**src/rtl/core/uts_pkg.sv**
```systemverilog
// ----------------------------------------------------------------------------
// uts_pkg
// Shared types and constants for the UART word serializer.
// ----------------------------------------------------------------------------
package uts_pkg;

  // Bytes held by one loaded word
  localparam int unsigned WORD_BYTES    = 4;
  localparam int unsigned WORD_W        = 32;
  localparam int unsigned BCNT_W        = 3;
  localparam int unsigned PEND_W        = 6;
  localparam int unsigned SLOT_W        = 17;
  localparam int unsigned DIV_W         = 16;
  localparam int unsigned CFG_IDX_W     = 3;
  localparam int unsigned CHAR_BITS_MIN = 5;

  // Item opcodes
  localparam logic OP_LOAD = 1'b0;
  localparam logic OP_TICK = 1'b1;

  // Frame phases
  localparam logic [1:0] PH_START  = 2'd0;
  localparam logic [1:0] PH_DATA   = 2'd1;
  localparam logic [1:0] PH_PARITY = 2'd2;
  localparam logic [1:0] PH_STOP   = 2'd3;

  // Configuration register indexes
  localparam logic [CFG_IDX_W-1:0] REG_CHAR_BITS_SEL  = 3'd0;
  localparam logic [CFG_IDX_W-1:0] REG_PARITY_ENABLE  = 3'd1;
  localparam logic [CFG_IDX_W-1:0] REG_STOP_BIT_COUNT = 3'd2;
  localparam logic [CFG_IDX_W-1:0] REG_TX_ENABLE      = 3'd3;
  localparam logic [CFG_IDX_W-1:0] REG_CLOCK_DIVIDER  = 3'd4;

  // Line configuration
  typedef struct packed {
    logic [1:0]       char_bits_sel;
    logic             parity_enable;
    logic [1:0]       stop_bit_count;
    logic             tx_enable;
    logic [DIV_W-1:0] clock_divider;
  } uts_cfg_t;

  // One result word
  typedef struct packed {
    logic line;
    logic bit_sent;
    logic word_done;
    logic load_accepted;
    logic busy_res;
  } uts_res_t;

endpackage

```
**src/rtl/core/uts_frame_engine.sv**
```systemverilog
// ----------------------------------------------------------------------------
// uts_frame_engine
// Frame state and slot timer; computes one result per accepted word.
// ----------------------------------------------------------------------------
module uts_frame_engine
  import uts_pkg::*;
(
  input  logic              clk,
  input  logic              rst_n,
  input  logic              accept,
  input  logic              op,
  input  logic [WORD_W-1:0] word,
  input  logic [BCNT_W-1:0] byte_count,
  input  uts_cfg_t          cfg,
  output uts_res_t          res_nxt
);

  logic [1:0]        phase_r, phase_nxt;
  logic [WORD_W-1:0] shift_r, shift_nxt;
  logic [PEND_W-1:0] pend_r, pend_nxt;
  logic [3:0]        cbits_r, cbits_nxt;
  logic              par_r, par_nxt;
  logic [1:0]        stops_r, stops_nxt;
  logic [SLOT_W-1:0] wait_r, wait_nxt;
  logic              line_r, line_nxt;

  logic [BCNT_W-1:0] n_sat;
  logic [3:0]        cbits_inc;
  logic [3:0]        char_len;
  logic [1:0]        stop_load;
  logic              active;
  logic              tx_bit;
  logic              sent, done, taken;

  assign n_sat     = (byte_count > BCNT_W'(WORD_BYTES)) ? BCNT_W'(WORD_BYTES) : byte_count;
  assign cbits_inc = cbits_r + 4'd1;
  assign char_len  = {2'b00, cfg.char_bits_sel} + 4'(CHAR_BITS_MIN);
  assign stop_load = (cfg.stop_bit_count == 2'd0) ? 2'd1 : cfg.stop_bit_count;
  assign active    = (pend_r != '0) || (phase_r == PH_PARITY) || (phase_r == PH_STOP);

  // Next-state logic for one word
  always_comb begin
    phase_nxt = phase_r;
    shift_nxt = shift_r;
    pend_nxt  = pend_r;
    cbits_nxt = cbits_r;
    par_nxt   = par_r;
    stops_nxt = stops_r;
    wait_nxt  = wait_r;
    line_nxt  = line_r;
    tx_bit    = 1'b1;
    sent      = 1'b0;
    done      = 1'b0;
    taken     = 1'b0;

    if (op == OP_LOAD) begin
      if ((pend_r == '0) && (byte_count != '0)) begin
        shift_nxt = word;
        pend_nxt  = {n_sat, 3'b000};
        taken     = 1'b1;
      end
    end else if (wait_r != '0) begin
      wait_nxt = wait_r - SLOT_W'(1);
    end else if (active) begin
      unique case (phase_r)
        PH_START: begin
          par_nxt   = 1'b0;
          phase_nxt = PH_DATA;
          tx_bit    = 1'b0;
        end
        PH_DATA: begin
          tx_bit    = shift_r[0];
          shift_nxt = {1'b0, shift_r[WORD_W-1:1]};
          pend_nxt  = pend_r - PEND_W'(1);
          par_nxt   = par_r ^ shift_r[0];
          cbits_nxt = cbits_inc;
          done      = (pend_r == PEND_W'(1));
          // character complete: parity or stop bits next
          if (cbits_inc >= char_len) begin
            cbits_nxt = 4'd0;
            if (cfg.parity_enable) begin
              phase_nxt = PH_PARITY;
            end else begin
              phase_nxt = PH_STOP;
              stops_nxt = stop_load;
            end
          end
        end
        PH_PARITY: begin
          tx_bit    = par_r;
          phase_nxt = PH_STOP;
          stops_nxt = stop_load;
        end
        PH_STOP: begin
          tx_bit    = 1'b1;
          stops_nxt = stops_r - 2'd1;
          if (stops_r == 2'd1) begin
            phase_nxt = PH_START;
          end
        end
        default: begin
          tx_bit = 1'b1;
        end
      endcase

      // drive the line and restart the slot timer
      if (cfg.tx_enable) begin
        line_nxt = tx_bit;
        sent     = 1'b1;
        wait_nxt = {1'b0, cfg.clock_divider} + SLOT_W'(1);
      end
    end
  end

  always_comb begin
    res_nxt.line          = line_nxt;
    res_nxt.bit_sent      = sent;
    res_nxt.word_done     = done;
    res_nxt.load_accepted = taken;
    res_nxt.busy_res      = (pend_nxt != '0);
  end

  // Control state
  always_ff @(posedge clk) begin
    if (!rst_n) begin
      phase_r <= PH_START;
      shift_r <= '0;
      pend_r  <= '0;
      cbits_r <= '0;
      par_r   <= 1'b0;
      stops_r <= '0;
      wait_r  <= '0;
      line_r  <= 1'b1;
    end else if (accept) begin
      phase_r <= phase_nxt;
      shift_r <= shift_nxt;
      pend_r  <= pend_nxt;
      cbits_r <= cbits_nxt;
      par_r   <= par_nxt;
      stops_r <= stops_nxt;
      wait_r  <= wait_nxt;
      line_r  <= line_nxt;
    end
  end

endmodule

```
**src/rtl/core/uart_tx_word_serializer.sv**
```systemverilog
// ----------------------------------------------------------------------------
// uart_tx_word_serializer
// UART transmitter fed with load and tick words; one result word per input.
// ----------------------------------------------------------------------------
//  Channel  Dir  Handshake              Payload
//  in_      in   in_valid / in_ready    in_op, in_word, in_byte_count
//  out_     out  out_valid / out_ready  out_line, out_bit_sent, out_word_done,
//                                       out_load_accepted, out_busy_res
//  cfg_     in   cfg_we (no wait)       cfg_index, cfg_wdata
//
//  One word per cycle unless out_ready stalls: state updates on acceptance,
//  the result lands in the output register on the next edge. A word is taken
//  while the output register is empty or being drained, so a stalled out_ready
//  holds in_ready low only while a result waits. Reset (sync, rst_n low) puts
//  the engine's line state idle high and loads the configuration defaults.
// ----------------------------------------------------------------------------
module uart_tx_word_serializer
  import uts_pkg::*;
(
  input  logic                 clk,
  input  logic                 rst_n,
  input  logic                 in_valid,
  output logic                 in_ready,
  input  logic                 in_op,
  input  logic [WORD_W-1:0]    in_word,
  input  logic [BCNT_W-1:0]    in_byte_count,
  output logic                 out_valid,
  input  logic                 out_ready,
  output logic                 out_line,
  output logic                 out_bit_sent,
  output logic                 out_word_done,
  output logic                 out_load_accepted,
  output logic                 out_busy_res,
  input  logic                 cfg_we,
  input  logic [CFG_IDX_W-1:0] cfg_index,
  input  logic [DIV_W-1:0]     cfg_wdata
);

  uts_cfg_t cfg_r;
  uts_res_t res_nxt;
  uts_res_t res_r;
  logic     out_valid_r;
  logic     accept;

  assign in_ready = !out_valid_r || out_ready;
  assign accept   = in_valid && in_ready;

  // Configuration registers
  always_ff @(posedge clk) begin
    if (!rst_n) begin
      cfg_r.char_bits_sel  <= 2'd3;
      cfg_r.parity_enable  <= 1'b0;
      cfg_r.stop_bit_count <= 2'd1;
      cfg_r.tx_enable      <= 1'b1;
      cfg_r.clock_divider  <= '0;
    end else if (cfg_we) begin
      unique case (cfg_index)
        REG_CHAR_BITS_SEL:  cfg_r.char_bits_sel  <= cfg_wdata[1:0];
        REG_PARITY_ENABLE:  cfg_r.parity_enable  <= cfg_wdata[0];
        REG_STOP_BIT_COUNT: cfg_r.stop_bit_count <= cfg_wdata[1:0];
        REG_TX_ENABLE:      cfg_r.tx_enable      <= cfg_wdata[0];
        REG_CLOCK_DIVIDER:  cfg_r.clock_divider  <= cfg_wdata;
        default: begin
        end
      endcase
    end
  end

  uts_frame_engine u_engine (
    .clk        (clk),
    .rst_n      (rst_n),
    .accept     (accept),
    .op         (in_op),
    .word       (in_word),
    .byte_count (in_byte_count),
    .cfg        (cfg_r),
    .res_nxt    (res_nxt)
  );

  // Output register
  always_ff @(posedge clk) begin
    if (!rst_n) begin
      out_valid_r <= 1'b0;
    end else begin
      out_valid_r <= accept || (out_valid_r && !out_ready);
    end
  end

  always_ff @(posedge clk) begin
    if (accept) begin
      res_r <= res_nxt;
    end
  end

  assign out_valid         = out_valid_r;
  assign out_line          = res_r.line;
  assign out_bit_sent      = res_r.bit_sent;
  assign out_word_done     = res_r.word_done;
  assign out_load_accepted = res_r.load_accepted;
  assign out_busy_res      = res_r.busy_res;

endmodule
```
**config.mk**
```make
export PLATFORM = sky130hd
export DESIGN_NAME = uart_tx_word_serializer
export DESIGN_NICKNAME = d
export VERILOG_FILES = /design/src/rtl/core/uts_pkg.sv /design/src/rtl/core/uts_frame_engine.sv /design/src/rtl/core/uart_tx_word_serializer.sv
export SDC_FILE = /design/constraint.sdc
export NUM_CORES = 1
export LEC_CHECK = 0
export BUFFER_PORTS_ARGS = -buffer_cell sky130_fd_sc_hd__buf_4
export CAP_MARGIN = 20
export CELL_PAD_IN_SITES_DETAIL_PLACEMENT = 1
export CELL_PAD_IN_SITES_GLOBAL_PLACEMENT = 1
export CORE_UTILIZATION = 45
export DETAILED_ROUTE_END_ITERATION = 8
export HOLD_SLACK_MARGIN = 0.02
export PLACE_DENSITY = 0.8
export SLEW_MARGIN = 10
export SYNTH_ARGS = -nofsm -noshare
export SYNTH_HDL_FRONTEND = slang
export SYNTH_HIERARCHICAL = 1
export SYNTH_SLANG_ARGS = --single-unit
```
**constraint.sdc**
```tcl
create_clock -name clk -period 3.04 [get_ports clk]
set_clock_uncertainty 0.15 [all_clocks]
set_input_delay 0.304 -clock clk [delete_from_list [all_inputs] [get_ports clk]]
set_output_delay 0.304 -clock clk [all_outputs]
set_load 0.02 [all_outputs]
```
Yosys cells after proc, flatten, opt, wreduce, memory -nomap -nowiden
Index checks and enable logic that the tools add are counted.

storage, ports and cells
  register bits = 93
  bits in latches = 0
  bits in writable memories = 0
  bits in read-only memories = 0
  input bits = 60
  output and inout port bits = 7
  logic and storage cells = 113
  memories kept = 0

operators by class
  $add $sub $neg = 6
  multiply operators = 0
  div/mod/pow operators = 0
  magnitude comparators = 2
  equal/unequal tests = 15
  shift-type cells = 0
  multiplexer cells = 31
  bitwise gates (word level) = 5
  reduce and logical (&&, ||, !) cells = 35

operator list
  cell                                                 number
  two-way mux 32 bit                                   5
  two-way mux 17 bit                                   3
  two-way mux 6 bit                                    5
  adder 16 x 1 -> 17 bit, second input constant        1
  nonzero test 17 bit                                  1
  subtractor 17 x 1 -> 17 bit, second input constant   1
  AND reduction 5 bit                                  3
  nonzero test 6 bit                                   2
  two-way mux 2 bit                                    5
  AND reduction 2 bit                                  5
  one-hot mux 2 bit (4 select lines)                   1
  nonzero test 2 bit                                   4
  two-way mux 1 bit                                    7
  AND reduction 7 bit                                  1
  equality test 3 x 2 -> 1 bit, second input constant  2
  equality test 6 x 1 -> 1 bit, second input constant  1
  zero test 6 bit                                      1
  != test 2 x 1 -> 1 bit, second input constant        3
  != test 2 bit, second input constant                 3
  one-hot mux 2 bit (3 select lines)                   1
  AND reduction 6 bit                                  1
  nonzero test 3 bit                                   2
  subtractor 6 x 1 -> 6 bit, second input constant     1
  adder 2 x 3 -> 4 bit, second input constant          1
  22 further kinds                                     34

Depth between registers and ports, before layout
  word-level depth = 7
  gate-level depth with buffers = 10
  depth with buffers taken out = 8

By module
Netlist, hierarchy kept.

by module, submodules not included
  module                   times used  cells each  area each (µm²)  seq. area each (µm²)
  uts_frame_engine         1           508         4,406.7          1,301.2
  uart_tx_word_serializer  1           105         1,126.1          610.6

Worst setup path before layout
Ideal clock, no wire load.

  path kind = reg2reg
  start = reg u_engine.wait_r[7]
  end = reg res_r, in the netlist out_line, data pin
  arrival = 2,241 ps
  path slack = 398 ps
  cell stages (with the launch flop) = 8
  buffers on the path = 2
  cell sequence = dfxtp_1 or4_1 buf_2 nor3_2 nand3_1 nor2_1 mux2_1 buf_4

between the ends
  longest elaborated chain between the ends = 3

ends and longest elaborated chain
  item                    line                           source
  start, declared         uts_frame_engine.sv:24         logic [SLOT_W-1:0] wait_r, wait_nxt;
  start signal, assigned  uts_frame_engine.sv:141        wait_r <= wait_nxt;
  nonzero test 17 bit     uts_frame_engine.sv:62         end else if (wait_r != '0) begin
  two-way mux 1 bit       uts_frame_engine.sv:62
  two-way mux 1 bit       uts_frame_engine.sv:56         if (op == OP_LOAD) begin
  net u_engine.line_nxt   uts_frame_engine.sv:25         logic line_r, line_nxt;
  end signal, assigned    uart_tx_word_serializer.sv:91  res_r <= res_nxt;
  end, declared           uart_tx_word_serializer.sv:41  uts_res_t res_r;

The timed path passes the listed nets, and every way through them passes these cells.
A chain may end at the register's enable or synchronous reset.

Worst setup path in the final report
  start = reg u_engine.wait_r[0]
  end = reg u_engine.shift_r[9]

between the ends
  longest elaborated chain between the ends = 3

ends and longest elaborated chain
  item                                  line                     source
  nonzero test 17 bit                   uts_frame_engine.sv:62
  != test 2 bit (no source line)        -
  AND reduction 5 bit (no source line)  -
  end signal, assigned                  uts_frame_engine.sv:136  shift_r <= shift_nxt;
  end, declared                         uts_frame_engine.sv:19   logic [WORD_W-1:0] shift_r, shift_nxt;

No other way between the ends.

==> metrics.yaml <==
grt_pass1_wl_um: 25400
layout_commonest_cell: "dfxtp_1"
max_stage_delay_ns: 0.67
seqPwrFrac_pct: 28.1
vias: 4950
synth_top_cell_area_share_pct: 31.8
yosys_warnings: 6
setup_viol: 0
grt_antenna_before_repair: 0
worstPathArrival_ns: 2.93
cts.sinks: 93
endpoint_kind: "register"
drv_cap: 0
clk_path_buf_depth: 2
ys.flop_type: "dfxtp_1"
leakagePower_nw: 2.51
gp_congestion: 0.883
fin_tns_setup_ns: 0
core_um2: 12000
wl_per_cell_um: 19.0
yosysTopAreaCell: "dfxtp_1"
post-route-min-period_ns: 2.83
crit_chain: "inv_1 -> ha_1 -> or4b_2 -> nor4_4 -> a21o_1 -> buf_12 -> a21oi_1 -> a211oi_1"
vias_per_cell: 6.07
clkPwrFrac_pct: 24.1
p_per_area_nw_per_um2: 833
totalWireLength_um: 15500
p_int_mw: 3.14
clk_pin_slew_ns: 0.07
multi_input_area_um2: 3240
outcome: "finished, final reports clean"
slew_viol_final: 0
crit_required_ns: 3.14
syn_nets: 689
regArea_um2: 1910
switching_share_pct: 41.4
grt_max_degree: 63
rows: 40
die_h_um: 113
final_util_pct: 53.5
p_comb_share_pct: 47.8
critical_path_buf_inv_count: 2
drive_gt1_share_pct: 19.9
path_max_fanout: 34
peakVddDrop_uv: 531
start_util_pct: 46.1
post_cts_buffers: 0
cts.repair.resized: 0
startpoint_type: "register"
fillers: 1432
yosysSeqAreaShare_pct: 34.6
clockRootBuffer: "clkbuf_16"
synth_edf_count: 5
hold_class: "in2reg"
worstSkewPairLatency_ns: 0.35
drt_iter0_markers: 220
dp_hpwl_um: 10700
cts_made_buffers: 9
hold_viol_final: 0
syn-cell-area_um2: 5530
grt-ovfl-total: 0
fin_total_pwr_mw: 5.36
ant_nets: 0
synthDistinctLibCells: 72
hold_slack_ns: 0.0577
rsz0062_at_grt: "false"
worstMarginPinSlew_ns: 1.03
postSynthCellCount: 613
p_sw_mw: 2.22
crit_family: "simple AND/OR/NAND/NOR gates"
layout_common_cells: "dfxtp_1 (88), buf_4 (84), nand2_1 (58)"
syn_to_final_growth_pct: 16.2
grt_pass1_vias: 5066
firstDrtPassIters: 5
nNetsFinal: 741
port_buffers: 66
setup.worst_path.class: "reg2reg"
avgSynthCellArea_um2: 9.03
cts_tree: "built"
drc_errors: 0
ios: 67
diodes: 0
die-area_um2: 12700
fmax_ghz: 0.353
grt_use_total_pct: 25.2
ctsHoldBuffers: 0
cts_max_level: 3
timing.slew.headroom_pct: 31.1
die_w_um: 113
ys_seq_elements: 93
period_share_pct: 93.2
ys_async_sr_fraction_pct: 0
crit_slowest_cell: "or4b_2"
synth_area_leaders: "dfxtp_1 (32%), mux2i_1 (10%), a211oi_1 (5.0%)"
==> worst paths after layout <==
check	startpoint	to	slack, ns	cells after the start
hold reg to reg	cfg_r[18]	cfg_r[18]	0.35	2
hold / removal	cfg_wdata[8]	cfg_r[8]	0.06	3
setup / recovery	u_engine/wait_r[0]	u_engine/shift_r[9]	0.21	8
setup reg to reg	u_engine/wait_r[0]	u_engine/shift_r[9]	0.21	8
==> kinds of logic (layout without fill, tap and decap cells) <==
logic type | count (synthesis) | count (layout) | share of synthesized area, %
compound gates | 175 | 175 | 22.0
xor+xnor | 14 | 14 | 2.22
fa+ha+maj | 16 | 16 | 3.62
buf+inv | 67 | 123 | 6.92
flops | 93 | 93 | 34.6
mux | 58 | 58 | 10.6
simple gates | 190 | 190 | 20.1
==> synthesized netlist by cell type (4+ instances only) <==
master    instances
clkbuf_1         22
a32oi_1           4
mux2i_1          55
nand4_1          14
nor4_4            4
and3_1            4
o21a_1            7
nor2b_1          13
buf_4            10
xor2_1            5
edfxtp_1          5
xnor2_1           9
or3_1             8
o21ai_0          12
o21ai_1           5
ha_1             16
nor3_1           15
buf_6            10
nand2_1          58
nor4_1            9
nor2_1           18
nand3_1          10
a221oi_1          4
inv_1            22
a21oi_1          54
nand2b_1          7
a31oi_1           7
dfxtp_1          88
o221a_2           5
a211oi_1         37
o211ai_1          5
and2_1            4
==> area by class of cell <==
| cell class | count | share of cell area, % |
|---|---|---|
| inverter | 22 | 1.28 |
| tap | 147 | 2.86 |
| clock inverter | 4 | 1.21 |
| timing repair buffer | 86 | 10.4 |
| clock buffer | 11 | 4.11 |
| multi-input combinational | 453 | 50.4 |
| sequential | 93 | 29.7 |
==> state kept, by name (all words and copies together) (netlist names), 2 cells and up <==
name,cells
cfg_r,22
u_engine/phase_r,2
u_engine/stops_r,2
u_engine/cbits_r,4
u_engine/shift_r,32
u_engine/pend_r,6
u_engine/wait_r,17
==> power groups by stage <==
stage / clock (mW) / sequential [mW] / combinational, mW
after floorplan: 0 / 1.49 / 2.01
after global placement: 0 / 1.52 / 2.45
after detailed placement: 0 / 1.53 / 2.52
after CTS: 1.33 / 1.50 / 2.54
after global routing: 1.37 / 1.52 / 2.77
final: 1.29 / 1.51 / 2.56
==> metal layers <==
| metal | routed length [µm] | GRT usage (%) | up-vias |
|---|---|---|---|
| li1 | - | - | 2398 |
| met1 | 7110 | 32.0 | 2423 |
| met2 | 7550 | 42.4 | 103 |
| met3 | 461 | 3.54 | 26 |
| met4 | 352 | 11.6 | 0 |
| met5 | 0 | 0 | - |
==> metrics by stage <==
stage          setup slack (ns)  cell area (µm²)  instances
2_1_floorplan             0.398             5530        613
3_3_place_gp              0.416             6090        801
3_5_place_dp              0.303             6090        801
4_1_cts                   0.179             6430        816
5_1_grt                  0.0324             6430        816
6_report                  0.206             6430        816
==> worst min-delay path: stages <==
cell     delay [ns]
buf_4          0.11
nand2_1        0.05
mux2i_1        0.05
(Power assumes the default switching activity.)
